[config.mk]
export PLATFORM = sky130hd
export DESIGN_NAME = hbl_name_buf
export DESIGN_NICKNAME = d
export VERILOG_FILES = /design/src/rtl/hbl_pkg.sv /design/src/rtl/hbl_name_buf.sv
export SDC_FILE = /design/constraint.sdc
export NUM_CORES = 1
export LEC_CHECK = 0
export BUFFER_PORTS_ARGS = -buffer_cell sky130_fd_sc_hd__buf_2
export CAP_MARGIN = 20
export CORE_ASPECT_RATIO = 0.75
export CORE_MARGIN = 3
export CORE_UTILIZATION = 55
export CTS_BUF_LIST = sky130_fd_sc_hd__clkbuf_4 sky130_fd_sc_hd__clkbuf_8
export CTS_CLUSTER_SIZE = 16
export DETAILED_ROUTE_END_ITERATION = 7
export GPL_TIMING_DRIVEN = 0
export HOLD_SLACK_MARGIN = 0.03
export PLACE_DENSITY = 0.82
export SLEW_MARGIN = 30
export SYNTH_ARGS = -nofsm -noshare
export SYNTH_HDL_FRONTEND = slang
export SYNTH_SLANG_ARGS = --single-unit
[constraint.sdc]
create_clock -name clk_i -period 5.9 [get_ports clk_i]
set_input_delay 0.295 -clock clk_i [delete_from_list [all_inputs] [get_ports clk_i]]
set_output_delay 0.295 -clock clk_i [all_outputs]
set_load 0.005 [all_outputs]
[src/rtl/hbl_pkg.sv]
// ----------------------------------------------------------------------------
// hbl_pkg
// Shared constants, codes and types of the host blocklist table.
// ----------------------------------------------------------------------------
package hbl_pkg;

  localparam int ENTRIES  = 16;
  localparam int MAX_NAME = 127;

  localparam int ROW_W = (ENTRIES > 1) ? $clog2(ENTRIES) : 1;
  localparam int CNT_W = $clog2(ENTRIES + 1);
  localparam int LEN_W = $clog2(MAX_NAME + 1);
  localparam int COL_W = $clog2(MAX_NAME);

  localparam int OP_W   = 2;
  localparam int BYTE_W = 8;
  localparam int ST_W   = 3;
  localparam int SLOT_W = 4;
  localparam int TOT_W  = 5;

  localparam int IN_DATA_W  = BYTE_W;
  localparam int IN_USER_W  = OP_W;
  localparam int OUT_USER_W = ST_W;
  localparam int OUT_DATA_W = ((SLOT_W + TOT_W + 7) / 8) * 8;

  typedef enum logic [OP_W-1:0] {
    OP_ADD    = 2'd0,
    OP_REMOVE = 2'd1,
    OP_CHECK  = 2'd2
  } op_e;

  typedef enum logic [ST_W-1:0] {
    ST_ADDED     = 3'd0,
    ST_FULL      = 3'd1,
    ST_REMOVED   = 3'd2,
    ST_NOT_FOUND = 3'd3,
    ST_BLOCKED   = 3'd4,
    ST_ALLOWED   = 3'd5
  } status_e;

  typedef enum logic [2:0] {
    S_IDLE,
    S_SCAN,
    S_CMP,
    S_SHIFT,
    S_DONE
  } state_e;

  typedef struct packed {
    logic [LEN_W-1:0] len;
    logic [LEN_W-1:0] len_nxt;
    logic             ovf_nxt;
  } name_info_t;

  typedef struct packed {
    logic              en;
    logic [ROW_W-1:0]  row;
    logic [COL_W-1:0]  col;
    logic [BYTE_W-1:0] data;
  } ent_wr_t;

  typedef struct packed {
    logic [ROW_W-1:0] row;
    logic [COL_W-1:0] col;
  } ent_rd_t;

  typedef struct packed {
    logic             en;
    logic [ROW_W-1:0] row;
    logic [LEN_W-1:0] data;
  } len_wr_t;

  typedef struct packed {
    logic              vld;
    status_e           status;
    logic [SLOT_W-1:0] slot;
    logic [TOT_W-1:0]  total;
  } result_t;

endpackage

[src/rtl/hbl_name_buf.sv]
// ----------------------------------------------------------------------------
// hbl_name_buf
// Collects the bytes of the incoming name into a buffer memory and tracks
// its length and overflow.
// ----------------------------------------------------------------------------
module hbl_name_buf (
  input  logic                       clk_i,
  input  logic                       rst_ni,
  input  logic                       beat_i,
  input  logic                       last_i,
  input  logic [hbl_pkg::BYTE_W-1:0] byte_i,
  input  logic [hbl_pkg::COL_W-1:0]  raddr_i,
  output hbl_pkg::name_info_t        info_o,
  output logic [hbl_pkg::BYTE_W-1:0] rdata_o
);
  import hbl_pkg::*;

  logic [BYTE_W-1:0] mem [2**COL_W];
  logic [LEN_W-1:0]  len_q, len_d;
  logic              ovf_q, ovf_d;
  logic              room;
  logic [BYTE_W-1:0] rdata_q;

  assign room = (len_q < LEN_W'(MAX_NAME));

  always_comb begin
    info_o.len     = len_q;
    info_o.len_nxt = room ? len_q + LEN_W'(1) : len_q;
    info_o.ovf_nxt = ovf_q | ~room;
    len_d = len_q;
    ovf_d = ovf_q;
    if (beat_i) begin
      if (last_i) begin
        len_d = '0;
        ovf_d = 1'b0;
      end else begin
        len_d = info_o.len_nxt;
        ovf_d = info_o.ovf_nxt;
      end
    end
  end

  always_ff @(posedge clk_i or negedge rst_ni) begin
    if (!rst_ni) begin
      len_q <= '0;
      ovf_q <= 1'b0;
    end else begin
      len_q <= len_d;
      ovf_q <= ovf_d;
    end
  end

  always_ff @(posedge clk_i) begin
    if (beat_i && room) begin
      mem[len_q[COL_W-1:0]] <= byte_i;
    end
    rdata_q <= mem[raddr_i];
  end

  assign rdata_o = rdata_q;

endmodule

**Word level (Yosys, flattened, before mapping)**

Memories as Yosys holds them, arrays and structs flattened. A register that Yosys moved wholly into a read port is not among the register bits.
Index checks and enable logic that the tools add are counted.

- Input port bits: 19
- Logic and storage cells: 13
- Latch bits: 0
- Register bits after elaboration: 8
- Memories kept: 1
- Memory bits (read-only): 0
- Output and inout port bits: 23
- RAM bits: 1024

- Shift-type cells: 0
- Equality and inequality tests: 0
- Mux-type cells: 5
- $lt $le $gt $ge: 1
- Bitwise gates (word level): 2
- Add/subtract/negate cells: 1
- Reductions and logical operators: 1
- Div/mod/pow operators: 0
- Multipliers: 0

Memories:

| name | depth | width | read ports | clocked after memory_dff | write ports | line | source |
|---|---|---|---|---|---|---|---|
| mem | 128 | 8 | 1 | 1 | 1 | hbl_name_buf.sv:18 | `logic [BYTE_W-1:0] mem [2**COL_W];` |

Operator list:

| cell | count |
|---|---|
| 7-bit two-way mux | 2 |
| 7-bit by 1-bit adder with 7-bit output, second input constant | 1 |
| 7-bit < comparator, second input constant | 1 |
| 1-bit two-way mux | 3 |
| 1-bit logical AND | 1 |
| 1-bit inverter | 1 |
| 1-bit OR | 1 |

**Logic depth before layout (Yosys ltp)**

- Word-level depth: 4
- Depth in mapped cells: 7
- Mapped depth without buffers: 5

**Least setup slack after synthesis**

OpenSTA, ideal clock, no wires.

- Path type: input port to flip-flop
- From: in raddr_i[0] (netlist bit)
- To: reg rdata_q[0] (netlist: rdata_o[0]), read port of mem
- Slack: 3122 ps
- Required time: 5779 ps
- Setup time: 121 ps
- Stages on the path: 6
- Path buffers: 2
- Data arrival time: 2658 ps
- Cell sequence: buf_2 > buf_1 > mux4_2 > mux4_2 > mux4_2 > mux2_2

RTL lines:

| what | line | source |
|---|---|---|
| start: declaration | hbl_name_buf.sv:12 | `input logic [hbl_pkg::COL_W-1:0] raddr_i,` |
| end: declaration | hbl_name_buf.sv:22 | `logic [BYTE_W-1:0] rdata_q;` |

**Final worst setup path**

- From: reg len_q[5]
- To: mem mem[95][6] (enable)

- Cells in the longest elaborated chain, start to end: 4

Ends and longest elaborated chain:

| what | line | source |
|---|---|---|
| start: declaration | hbl_name_buf.sv:19 | `logic [LEN_W-1:0] len_q, len_d;` |
| start signal: assignment | hbl_name_buf.sv:48 | `len_q <= len_d;` |
| 7-bit < comparator | hbl_name_buf.sv:24 | `assign room = (len_q < LEN_W'(MAX_NAME));` |
| 1-bit logical AND | hbl_name_buf.sv:54 | `if (beat_i && room) begin` |
| 1-bit two-way mux | hbl_name_buf.sv:54 |  |
| 1-bit two-way mux (not written as such) | hbl_name_buf.sv:55 | `mem[len_q[COL_W-1:0]] <= byte_i;` |
| end: declaration | hbl_name_buf.sv:18 |  |

Several ways; a longest one is shown, not always the timed one.

==> results.txt <==
Setup TNS - 0 ns
Per-cell routed wire length - 31.7 µm
Row cnt - 85
Clock Tree Buf Depth - 3
Post-synth cell types - 29
Post-synthesis sequential area ratio - 77.7%
Layout Nets - 1908
Setup repair bufs after CTS - 0
Commonest non-fill, non-tap cells in the layout - edfxtp_1, mux4_2, clkbuf_8, nor2_1, clkbuf_4
Critical path capture point type - register
Worst Skew - 0.0326 ns
Die area - 76100 µm²
GRT Util Overall - 25.1%
Avg Synthesized Cell Area - 23.9 µm²
Tcrit/Tclk final - 64.1%
Fillers - 4707
Vias in the first global route - 19500
Worst R2R Start - len_q[5]
Minimum clock period - 3.78 ns
CP Data Arrival Time - 4.19 ns
DP Area - 41700 µm²
Area leader, netlist - edfxtp_1
Yosys warnings - 0
Worst-path fanout max - 10
Worst hold path class - input pin to register
Sink Count - 1040
Reg-to-reg endpoint - mem[95][6]
Leak Pwr - 0.0139 µW
Die W - 318 µm
Critical path launch point type - register
I/O Buffers - 33
Global-route wire length before repair - 136000 µm
Post-Syn Instances - 1674
Final Wtd Congestion - 0.883
Via count - 19300
Worst Reg2Reg Path Length in Cells - 6
Hold Path Cell Cnt - 3
Root Buffer - clkbuf_8
Worst-skew pair later-pin latency - 0.81 ns
Rel. slew slack - 32.2%
Min-Delay Endpoint - rdata_o[4]
Pin count of the biggest net entering global routing - 89
RSZ-0062 raised after global routing - false
FFs w/ async S/R, synth - 0.769%
Core Region - 71900 µm²
Layout cells sized above 1 - 33.2%
Total CTS buffers - 147
Synth Cell Area - 40000 µm²
Primary FF master, synth - edfxtp_1
Achievable clock frequency - 264 MHz
Post-route cell area - 44700 µm²
Worst vdd ir - 0.234 mV
CTS clock-pin slew for the worst setup and hold paths - 0.06 ns
Hold Crit Start - raddr_i[6]
Slew of the pin with the lowest slew margin - 1.02 ns
Post-DRT Antenna Nets - 0
Status - complete, no violations
Htree depth - 4
Most common cell after layout, fill and taps aside - edfxtp_1
Initial antenna violation count - 8
Syn-to-layout area delta - 11.6%
Detailed placement HPWL - 61000 µm
Final hold vios - 0
Share of the synthesized area in the top cell type - 76.8%
WS Path Type - register to register
Max Cap Viol - 0
Iteration-0 DRC Markers - 2880
Pwr/cell area - 323 nW/µm²
Largest cells by area after synthesis - edfxtp_1, mux4_2, nor2_1
Final setup fails - 0
Router iterations before antenna repair - 6
Synth Register Bits - 1040
CTS resizes - 0
Post-synth EDFFs - 1024
Reg2Reg Setup Slack - 2.12 ns
Routed WL - 93600 µm
Data required, critical path - 6.31 ns
Gr ovfl total - 0
Die Height - 240 µm
Fin. max-slew vios - 0
CTS tree - done
Min Hold Slack - 0.117 ns
Number of top-level pins - 42
Post-route DRC - 0
Initial Util - 55.7%
DR vias/cell - 6.53
## metrics by stage
step	utilization (%)	setup slack, ns	std cells	power, µW
after global routing	62.2	1.98	2956	14800
after global placement	57.6	2.14	2671	9080
after floorplan	-	3.12	1681	8730
after detailed placement	58.1	2.10	2681	9120
after CTS	62.2	2.22	2955	14500
final	62.2	2.12	2957	14400
## worst max-delay path by stage
| stage | startpoint | endpoint | cells past startpoint |
|---|---|---|---|
| after global routing | len_q[5] | mem[31][0] | 6 |
| after global placement | raddr_i[2] | rdata_o[6] | 6 |
| after floorplan | raddr_i[0] | rdata_o[0] | 6 |
| final | len_q[5] | mem[95][6] | 6 |
| after detailed placement | raddr_i[2] | rdata_o[6] | 6 |
| after CTS | len_q[5] | mem[95][6] | 6 |
## layout make-up
| type | count | area (µm²) | share of cell area [%] |
|---|---|---|---|
| antenna | 1 | 2.50 | 0.00560 |
| buffer | 92 | 424 | 0.949 |
| clock buffer | 204 | 2500 | 5.59 |
| clock inverter | 56 | 310 | 0.694 |
| inverter | 1 | 3.75 | 0.00840 |
| multi-input combinational | 548 | 8560 | 19.1 |
| sequential | 1040 | 31100 | 69.6 |
| tap | 957 | 1200 | 2.68 |
| timing repair buffer | 58 | 606 | 1.35 |
## metal layers
layer | vias to the layer above | wire length, µm | part of all wire (%) | track usage, %
met2 | 1485 | 42300 | 45 | 36.7
met3 | 200 | 14500 | 15 | 10.4
met1 | 10000 | 34100 | 36 | 34.9
met5 | - | 50 | 0.053 | 0
met4 | 6 | 2750 | 2.9 | 8.68
li1 | 7600 | - | - | -
## report_power, final
part | internal (µW) | switching (µW)
registers | 8150 | 23.0
clock network | 2790 | 2670
logic | 324 | 495
## registers in the layout, indices dropped and copies added, names as in the netlist
signal / cells
ovf_q: 1
rdata_o: 8
mem: 1024
len_q: 7
## logic make-up after synthesis
logic type / Yosys count / synth area share, %
compound gates: 15 / 0.269
xor+xnor: 2 / 0.0437
fa+ha+maj: 1 / 0.0312
buf+inv: 93 / 1.03
flops: 1040 / 77.7
mux: 345 / 19.1
other cells: 1 / 0.00936
simple gates: 177 / 1.79
## synth_stat cells, types with 2 or more instances
cell type / n
nand3_1: 10
dfrtp_1: 8
edfxtp_1: 1024
buf_4: 4
buf_2: 21
nand2b_1: 2
nand4_1: 2
clkbuf_1: 47
mux2_2: 9
xnor2_1: 2
mux4_2: 336
a31o_2: 2
a21oi_1: 6
a22o_1: 5
dfxtp_1: 8
and3_1: 3
nand2_1: 19
nor2_1: 132
nor2b_1: 6
buf_1: 17
buf_6: 3
## worst max-delay path, cell delays in order, from the launching register on
cell and delay [ns]:
dfrtp_1 0.38, clkbuf_1 0.31, nand4_1 0.23, clkbuf_1 0.46
nand4_1 0.71, clkbuf_2 0.56, nor2_1 0.76
## timing repair
item / CTS / global route
endpoints found under the setup margin: 0 / 0
hold buffers: 14 / 0
endpoints found under the hold margin: 385 / 0
No activity file was read; power rests on OpenSTA's default activity.
