<file path="src/rtl/hbl_pkg.sv">
// ----------------------------------------------------------------------------
// hbl_pkg
// Shared constants, codes and types of the host blocklist table.
// ----------------------------------------------------------------------------
package hbl_pkg;

  localparam int ENTRIES  = 16;
  localparam int MAX_NAME = 127;

  localparam int ROW_W = (ENTRIES > 1) ? $clog2(ENTRIES) : 1;
  localparam int CNT_W = $clog2(ENTRIES + 1);
  localparam int LEN_W = $clog2(MAX_NAME + 1);
  localparam int COL_W = $clog2(MAX_NAME);

  localparam int OP_W   = 2;
  localparam int BYTE_W = 8;
  localparam int ST_W   = 3;
  localparam int SLOT_W = 4;
  localparam int TOT_W  = 5;

  localparam int IN_DATA_W  = BYTE_W;
  localparam int IN_USER_W  = OP_W;
  localparam int OUT_USER_W = ST_W;
  localparam int OUT_DATA_W = ((SLOT_W + TOT_W + 7) / 8) * 8;

  typedef enum logic [OP_W-1:0] {
    OP_ADD    = 2'd0,
    OP_REMOVE = 2'd1,
    OP_CHECK  = 2'd2
  } op_e;

  typedef enum logic [ST_W-1:0] {
    ST_ADDED     = 3'd0,
    ST_FULL      = 3'd1,
    ST_REMOVED   = 3'd2,
    ST_NOT_FOUND = 3'd3,
    ST_BLOCKED   = 3'd4,
    ST_ALLOWED   = 3'd5
  } status_e;

  typedef enum logic [2:0] {
    S_IDLE,
    S_SCAN,
    S_CMP,
    S_SHIFT,
    S_DONE
  } state_e;

  typedef struct packed {
    logic [LEN_W-1:0] len;
    logic [LEN_W-1:0] len_nxt;
    logic             ovf_nxt;
  } name_info_t;

  typedef struct packed {
    logic              en;
    logic [ROW_W-1:0]  row;
    logic [COL_W-1:0]  col;
    logic [BYTE_W-1:0] data;
  } ent_wr_t;

  typedef struct packed {
    logic [ROW_W-1:0] row;
    logic [COL_W-1:0] col;
  } ent_rd_t;

  typedef struct packed {
    logic             en;
    logic [ROW_W-1:0] row;
    logic [LEN_W-1:0] data;
  } len_wr_t;

  typedef struct packed {
    logic              vld;
    status_e           status;
    logic [SLOT_W-1:0] slot;
    logic [TOT_W-1:0]  total;
  } result_t;

endpackage

</file>
<file path="src/rtl/hbl_ctrl.sv">
// ----------------------------------------------------------------------------
// hbl_ctrl
// Sequencer: appends on add, walks the table for check and remove, and
// moves later rows down one place after a removal.
// ----------------------------------------------------------------------------
module hbl_ctrl (
  input  logic                       clk_i,
  input  logic                       rst_ni,
  input  logic                       beat_i,
  input  logic                       last_i,
  input  hbl_pkg::op_e               op_i,
  input  logic [hbl_pkg::BYTE_W-1:0] byte_i,
  input  hbl_pkg::name_info_t        name_i,
  input  logic [hbl_pkg::BYTE_W-1:0] buf_rdata_i,
  input  logic [hbl_pkg::BYTE_W-1:0] ent_rdata_i,
  input  logic [hbl_pkg::LEN_W-1:0]  len_rdata_i,
  input  logic                       out_free_i,
  output logic                       ready_o,
  output logic [hbl_pkg::COL_W-1:0]  buf_raddr_o,
  output hbl_pkg::ent_wr_t           ent_wr_o,
  output hbl_pkg::ent_rd_t           ent_rd_o,
  output hbl_pkg::len_wr_t           len_wr_o,
  output logic [hbl_pkg::ROW_W-1:0]  len_rd_row_o,
  output hbl_pkg::result_t           res_o
);
  import hbl_pkg::*;

  state_e            state_q, state_d;
  op_e               op_q, op_d;
  logic [LEN_W-1:0]  nlen_q, nlen_d;
  logic              ovf_q, ovf_d;
  logic [CNT_W-1:0]  ent_q, ent_d;
  logic [CNT_W-1:0]  hit_q, hit_d;
  logic [CNT_W-1:0]  count_q, count_d;
  logic [LEN_W-1:0]  k_q, k_d;
  logic              rd_vld_q, rd_vld_d;
  logic              rd_last_q, rd_last_d;
  logic [COL_W-1:0]  rd_col_q, rd_col_d;
  status_e           status_q, status_d;
  logic [SLOT_W-1:0] slot_q, slot_d;

  logic [CNT_W-1:0]  ent_nx;
  logic [ROW_W-1:0]  row_cur, row_nx, row_sel;

  assign ent_nx  = ent_q + CNT_W'(1);
  assign row_cur = ent_q[ROW_W-1:0];
  assign row_nx  = ent_nx[ROW_W-1:0];
  assign row_sel = (state_q == S_SHIFT) ? row_nx : row_cur;

  assign buf_raddr_o  = k_q[COL_W-1:0];
  assign ent_rd_o.row = row_sel;
  assign ent_rd_o.col = k_q[COL_W-1:0];
  assign len_rd_row_o = row_sel;

  always_comb begin
    state_d      = state_q;
    op_d         = op_q;
    nlen_d       = nlen_q;
    ovf_d        = ovf_q;
    ent_d        = ent_q;
    hit_d        = hit_q;
    count_d      = count_q;
    k_d          = k_q;
    rd_vld_d     = 1'b0;
    rd_last_d    = rd_last_q;
    rd_col_d     = rd_col_q;
    status_d     = status_q;
    slot_d       = slot_q;
    ready_o      = 1'b0;
    ent_wr_o     = '0;
    len_wr_o     = '0;
    res_o.vld    = 1'b0;
    res_o.status = status_q;
    res_o.slot   = slot_q;
    res_o.total  = TOT_W'(count_q);

    case (state_q)
      S_IDLE: begin
        ready_o = 1'b1;
        if (beat_i) begin
          // bytes go straight into the next free row
          if ((count_q < CNT_W'(ENTRIES)) && (name_i.len < LEN_W'(MAX_NAME))) begin
            ent_wr_o.en   = 1'b1;
            ent_wr_o.row  = count_q[ROW_W-1:0];
            ent_wr_o.col  = name_i.len[COL_W-1:0];
            ent_wr_o.data = byte_i;
          end
          if (last_i) begin
            case (op_i)
              OP_ADD: begin
                if (count_q < CNT_W'(ENTRIES)) begin
                  len_wr_o.en   = 1'b1;
                  len_wr_o.row  = count_q[ROW_W-1:0];
                  len_wr_o.data = name_i.len_nxt;
                  count_d       = count_q + CNT_W'(1);
                  status_d      = ST_ADDED;
                  slot_d        = SLOT_W'(count_q);
                end else begin
                  status_d = ST_FULL;
                  slot_d   = '0;
                end
                state_d = S_DONE;
              end
              OP_REMOVE, OP_CHECK: begin
                op_d    = op_i;
                nlen_d  = name_i.len_nxt;
                ovf_d   = name_i.ovf_nxt;
                ent_d   = '0;
                state_d = S_SCAN;
              end
              default: ;
            endcase
          end
        end
      end

      S_SCAN: begin
        if (ovf_q || (ent_q >= count_q)) begin
          status_d = (op_q == OP_REMOVE) ? ST_NOT_FOUND : ST_ALLOWED;
          slot_d   = '0;
          state_d  = S_DONE;
        end else if (len_rdata_i == nlen_q) begin
          k_d     = '0;
          state_d = S_CMP;
        end else begin
          ent_d = ent_nx;
        end
      end

      S_CMP: begin
        if (rd_vld_q && (buf_rdata_i != ent_rdata_i)) begin
          ent_d   = ent_nx;
          state_d = S_SCAN;
        end else if (rd_vld_q && rd_last_q) begin
          if (op_q == OP_REMOVE) begin
            hit_d   = ent_q;
            k_d     = '0;
            state_d = S_SHIFT;
          end else begin
            status_d = ST_BLOCKED;
            slot_d   = SLOT_W'(ent_q);
            state_d  = S_DONE;
          end
        end else if (k_q < nlen_q) begin
          rd_vld_d  = 1'b1;
          rd_last_d = (k_q == nlen_q - LEN_W'(1));
          k_d       = k_q + LEN_W'(1);
        end
      end

      S_SHIFT: begin
        if (ent_nx >= count_q) begin
          count_d  = count_q - CNT_W'(1);
          status_d = ST_REMOVED;
          slot_d   = SLOT_W'(hit_q);
          state_d  = S_DONE;
        end else begin
          // copy row ent+1 into row ent, one byte behind the read
          if (rd_vld_q) begin
            ent_wr_o.en   = 1'b1;
            ent_wr_o.row  = row_cur;
            ent_wr_o.col  = rd_col_q;
            ent_wr_o.data = ent_rdata_i;
          end
          if (k_q < len_rdata_i) begin
            rd_vld_d = 1'b1;
            rd_col_d = k_q[COL_W-1:0];
            k_d      = k_q + LEN_W'(1);
          end else if (!rd_vld_q) begin
            len_wr_o.en   = 1'b1;
            len_wr_o.row  = row_cur;
            len_wr_o.data = len_rdata_i;
            ent_d         = ent_nx;
            k_d           = '0;
          end
        end
      end

      S_DONE: begin
        res_o.vld = 1'b1;
        if (out_free_i) begin
          state_d = S_IDLE;
        end
      end

      default: state_d = S_IDLE;
    endcase
  end

  always_ff @(posedge clk_i or negedge rst_ni) begin
    if (!rst_ni) begin
      state_q  <= S_IDLE;
      count_q  <= '0;
      rd_vld_q <= 1'b0;
    end else begin
      state_q  <= state_d;
      count_q  <= count_d;
      rd_vld_q <= rd_vld_d;
    end
  end

  always_ff @(posedge clk_i) begin
    op_q      <= op_d;
    nlen_q    <= nlen_d;
    ovf_q     <= ovf_d;
    ent_q     <= ent_d;
    hit_q     <= hit_d;
    k_q       <= k_d;
    rd_last_q <= rd_last_d;
    rd_col_q  <= rd_col_d;
    status_q  <= status_d;
    slot_q    <= slot_d;
  end

endmodule

</file>
<file path="config.mk">
export PLATFORM = sky130hd
export DESIGN_NAME = hbl_ctrl
export DESIGN_NICKNAME = d
export VERILOG_FILES = /design/src/rtl/hbl_pkg.sv /design/src/rtl/hbl_ctrl.sv
export SDC_FILE = /design/constraint.sdc
export NUM_CORES = 1
export LEC_CHECK = 0
export ABC_AREA = 0
export BUFFER_PORTS_ARGS = -buffer_cell sky130_fd_sc_hd__buf_2
export CELL_PAD_IN_SITES_DETAIL_PLACEMENT = 1
export CELL_PAD_IN_SITES_GLOBAL_PLACEMENT = 1
export CORE_UTILIZATION = 42
export DETAILED_ROUTE_END_ITERATION = 16
export HOLD_SLACK_MARGIN = 0.15
export MAX_ROUTING_LAYER = met4
export PLACE_DENSITY = 0.85
export SLEW_MARGIN = 15
export SYNTH_ARGS = -nofsm -noshare
export SYNTH_HDL_FRONTEND = slang
export SYNTH_SLANG_ARGS = --single-unit
</file>
<file path="constraint.sdc">
create_clock -name clk_i -period 9.8 [get_ports clk_i]
set_input_delay 1.96 -clock clk_i [delete_from_list [all_inputs] [get_ports clk_i]]
set_output_delay 1.96 -clock clk_i [all_outputs]
set_load 0.05 [all_outputs]
</file>
* Word level (Yosys, flattened, before mapping)
Index checks and enable logic that the tools add are counted.
** Word-level totals
- Bits in registers :: 50
- Bits of input ports :: 53
- Output and inout port bits :: 68
** Cells by class
- Add/sub/neg operators :: 5
- Magnitude comparators :: 6
- Equal/unequal tests :: 34
- Multiplexer cells :: 80
- Bitwise gates (word level) :: 3
- Reduce and logical (&&, ||, !) cells :: 19
** Operators by type and width (number)
- 2-to-1 mux 12 bit :: 7
- 2-to-1 mux 20 bit :: 4
- 2-to-1 mux 5 bit :: 14
- 2-to-1 mux 7 bit :: 9
- 2-to-1 mux 3 bit :: 18
- 2-to-1 mux 4 bit :: 10
- case mux 20 bit (2 select lines) :: 1
- inequality test 2 bit, second input constant :: 15
- case mux 12 bit (2 select lines) :: 1
- case mux 7 bit (3 select lines) :: 1
- case mux 5 bit (4 select lines) :: 1
- case mux 4 bit (4 select lines) :: 1
- case mux 3 bit (5 select lines) :: 1
- equality test 7 bit :: 2
- less-than comparator 7 bit :: 2
- inequality test 3 bit, second input constant :: 4
- case mux 3 bit (4 select lines) :: 1
- AND reduction 4 bit :: 3
- adder 5 x 1 -> 5 bit, second input constant :: 2
- >= comparator 5 bit :: 2
- case mux 5 bit (2 select lines) :: 1
- AND reduction 10 bit :: 1
- AND reduction 9 bit :: 1
- 2-to-1 mux 1 bit :: 8
- 29 further kinds :: 37

* Logic depth before layout (Yosys ltp)
- Word-level depth :: 6
- Depth in mapped cells :: 10
- Mapped depth without buffers :: 9

* Worst setup path before layout
No wires, ideal clock.
- Path type :: input to output
- From :: in len_rdata_i[1] (netlist bit)
- To :: out len_wr_o[0] (netlist bit)
- Arrival :: 3.526 ns
- Required time :: 7.840 ns
- Setup slack :: 4.314 ns
- Stages on the path :: 8
- Path buffers :: 1
- Cells stage by stage :: inv_1 -> ha_1 -> a21o_1 -> a21oi_1 -> o21a_1 -> nor4b_4 -> buf_4 -> a22o_1
** RTL lines
- start: declaration :: RTL line hbl_ctrl.sv:16 : input logic [hbl_pkg::LEN_W-1:0] len_rdata_i,
- end: declaration :: RTL line hbl_ctrl.sv:22 : output hbl_pkg::len_wr_t len_wr_o,

==> results by group <==
Run status
  – Status: completed

Synthesis
  – Mapped cell area: 3680 µm²
  – Number of library cell types mapped by synthesis: 54
  – Top_reg_cell synth: edfxtp_1
  – Share of the synthesized area in the top cell type: 33.4%
  – Most common cell in the netlist: edfxtp_1
  – Cell taking the most area after synthesis: edfxtp_1
  – Seq/Total Area, Yosys: 39.6%
  – Number of flops mapped to enable cells by yosys: 41
  – Flop and latch count out of synthesis: 50
  – Asr flop ratio synth: 18.0%
  – Warnings from Yosys: 0
  – Most area-consuming cells after synthesis: edfxtp_1, ha_1, a22o_1
  – Mapped Nets: 440
  – Post-synth top cells: edfxtp_1, a22o_1, ha_1
  – Syn Inst Count: 356
  – Syn Area/Cell: 10.3 µm²

Setup path
  – Crit path kind: input port to primary output
  – Worst setup EP type: primary output
  – Req. time, crit path: 7840 ps
  – Crit path launch type: input port
  – CP startpoint: len_rdata_i[1]
  – Reg-to-reg startpoint: ent_q[0]
  – Crit path max fanout: 12
  – Crit path DAT: 3940 ps

Pwr
  – Pwr Total: 0.00132 W
  – Maximum vdd drop: 0.144 mV
  – Lkg Pwr: 1.99 nW
  – P per Cell Area: 302 nW/µm²

CTS
  – PostCTS Resize Cnt: 0
  – Clock transition at path regs: 90 ps
  – CTS max path bufs: 2
  – CTS tree: done
  – Clock root buffer: clkbuf_8
  – H-tree depth: 2
  – Post-CTS repair timing setup buffer count: 0
  – TritonCTS buffer count: 5
  – Sink Count: 50
  – Clk_lat worst skew: 310 ps
  – Hold buffers post-CTS: 0

Floorplan
  – Die Ht: 95.6 µm
  – Starting Density: 44.1%
  – Row count: 33
  – Die Width: 95.6 µm
  – CORE AREA: 8340 µm²
  – Number of I/O pins: 121
  – DIE AREA: 9140 µm²

Global routing
  – Initial antenna violation count: 0
  – Remaining global-route overflow: 0
  – Total GRT Usage: 23.9%
  – First-pass GRT wire length: 16.2 mm
  – Number of global-route vias before repair: 3284
  – Largest net degree at the start of global routing: 21

Detailed routing
  – Avg WL per Cell: 18.1 µm
  – Post-route ant nets: 0
  – Routed wire length: 10.3 mm
  – Residual DRC: 0
  – Via total after detailed routing: 3202
  – Iter 0 DRT Violations: 115
  – First drt pass iteration count: 4
  – Vias per inst: 5.63

Timing
  – FMAX: 0.169 GHz
  – Setup Viol. Count Final: 0
  – Worst-margin pin slew: 753 ps
  – Unrepaired setup endpoints after global routing: no
  – Pins Over Slew Limit: 0
  – Final setup margin: 3900 ps
  – Tmin final: 5900 ps
  – Final worst path period share: 60.2%
  – Setup_tns: 0 ps
  – Max_slew headroom: 49.8%
  – Clock skew: 7.14 ps
  – Final hold vios: 0

Layout
  – Share of cells above drive strength 1: 31.3%
  – Nets: 547
  – Area grow syn2layout: 18.5%
  – Fillcell total: 975
  – Antenna Cells: 0

Placement
  – DP HPWL: 8.26 mm
  – Setup WS pre-CTS: 3860 ps
  – IO Port Bufs: 120
  – Gpl congestion: 0.867

Hold path
  – Min-delay src: hit_q[3]
  – Hold Crit Class: flip-flop to flip-flop

Job
  – Max-Cap Viols: 0
## layer usage
metal | GRT usage (%) | wire [µm]
met3 | 3.51 | 688
met2 | 44.0 | 5230
met5 | - | 0
met4 | 4.98 | 109
met1 | 27.5 | 4290
## placed cells by master, fill, tap and decap left out, drive strengths merged, types with 4 or more instances in the layout
| master | instances |
|---|---|
| xnor2 | 28 |
| nand4 | 4 |
| inv | 22 |
| a21oi | 15 |
| nor2b | 4 |
| and2 | 8 |
| a21o | 6 |
| nor3 | 8 |
| buf | 123 |
| nand2 | 22 |
| o21ai | 13 |
| a31oi | 4 |
| mux2i | 5 |
| xor2 | 13 |
| a22o | 30 |
| ha | 30 |
| nand3 | 11 |
| clkbuf | 6 |
| nor2 | 20 |
| edfxtp | 41 |
| nand2b | 6 |
| a21boi | 4 |
| dfrtp | 9 |
## critical path: stages
cell and delay (ps):
buf_2 110, inv_1 50, ha_1 270, a21o_1 110, a21oi_1 70, o21a_1 240
nor4b_4 640, a22o_1 230, buf_2 260
## registers in the layout, summed over array words and instances (netlist names)
signal / cells
status_q: 3
slot_q: 4
count_q: 5
ovf_q: 1
rd_last_q: 1
op_q: 2
buf_raddr_o: 7
rd_vld_q: 1
ent_q: 5
hit_q: 4
rd_col_q: 7
nlen_q: 7
state_q: 3
## cell families after synthesis
family	share of synthesized area [%]
multiplexers	1.97
AND/OR/NAND/NOR	13.7
XOR/XNOR	9.76
flip-flops	39.6
adder cells (fa/ha/maj)	10.7
AO/OA/AOI/OAI	17.6
buffers and inverters	6.63
## metrics by stage
step	instances	hold slack (ps)	util, %	instance area, µm²
after floorplan	356	452	-	3680
after global placement	561	616	51.2	4270
after detailed placement	561	641	51.2	4270
after CTS	569	659	52.3	4360
after global routing	569	693	52.3	4360
final	569	659	52.3	4360
## final timing paths
| path | slack, ps | depth (start not counted) | to |
|---|---|---|---|
| max reg2reg | 6290 | 9 | buf_raddr_o[1] |
| min in group asynchronous | 1490 | 1 | count_q[1] |
| min | 660 | 2 | slot_q[3] |
| min reg2reg | 660 | 2 | slot_q[3] |
| max in group asynchronous | 8110 | 1 | state_q[2] |
| max | 3900 | 9 | len_wr_o[2] |
## layout make-up
type	count	area [µm²]	area share, %
well taps	105	131	3.01
clock inverters	2	15.0	0.344
inverters	22	82.6	1.89
flip-flops and latches	50	1460	33.4
multi-input cells	261	1980	45.4
repair buffers	123	623	14.3
clock buffers	6	72.6	1.66
## report_power, final
| group | switching (W) | internal, W |
|---|---|---|
| sequential | 0.000115 | 0.000314 |
| combinational | 0.000528 | 0.000237 |
| clock | 0.0000732 | 0.0000505 |
Note: power is estimated with default switching activity, not from simulation.
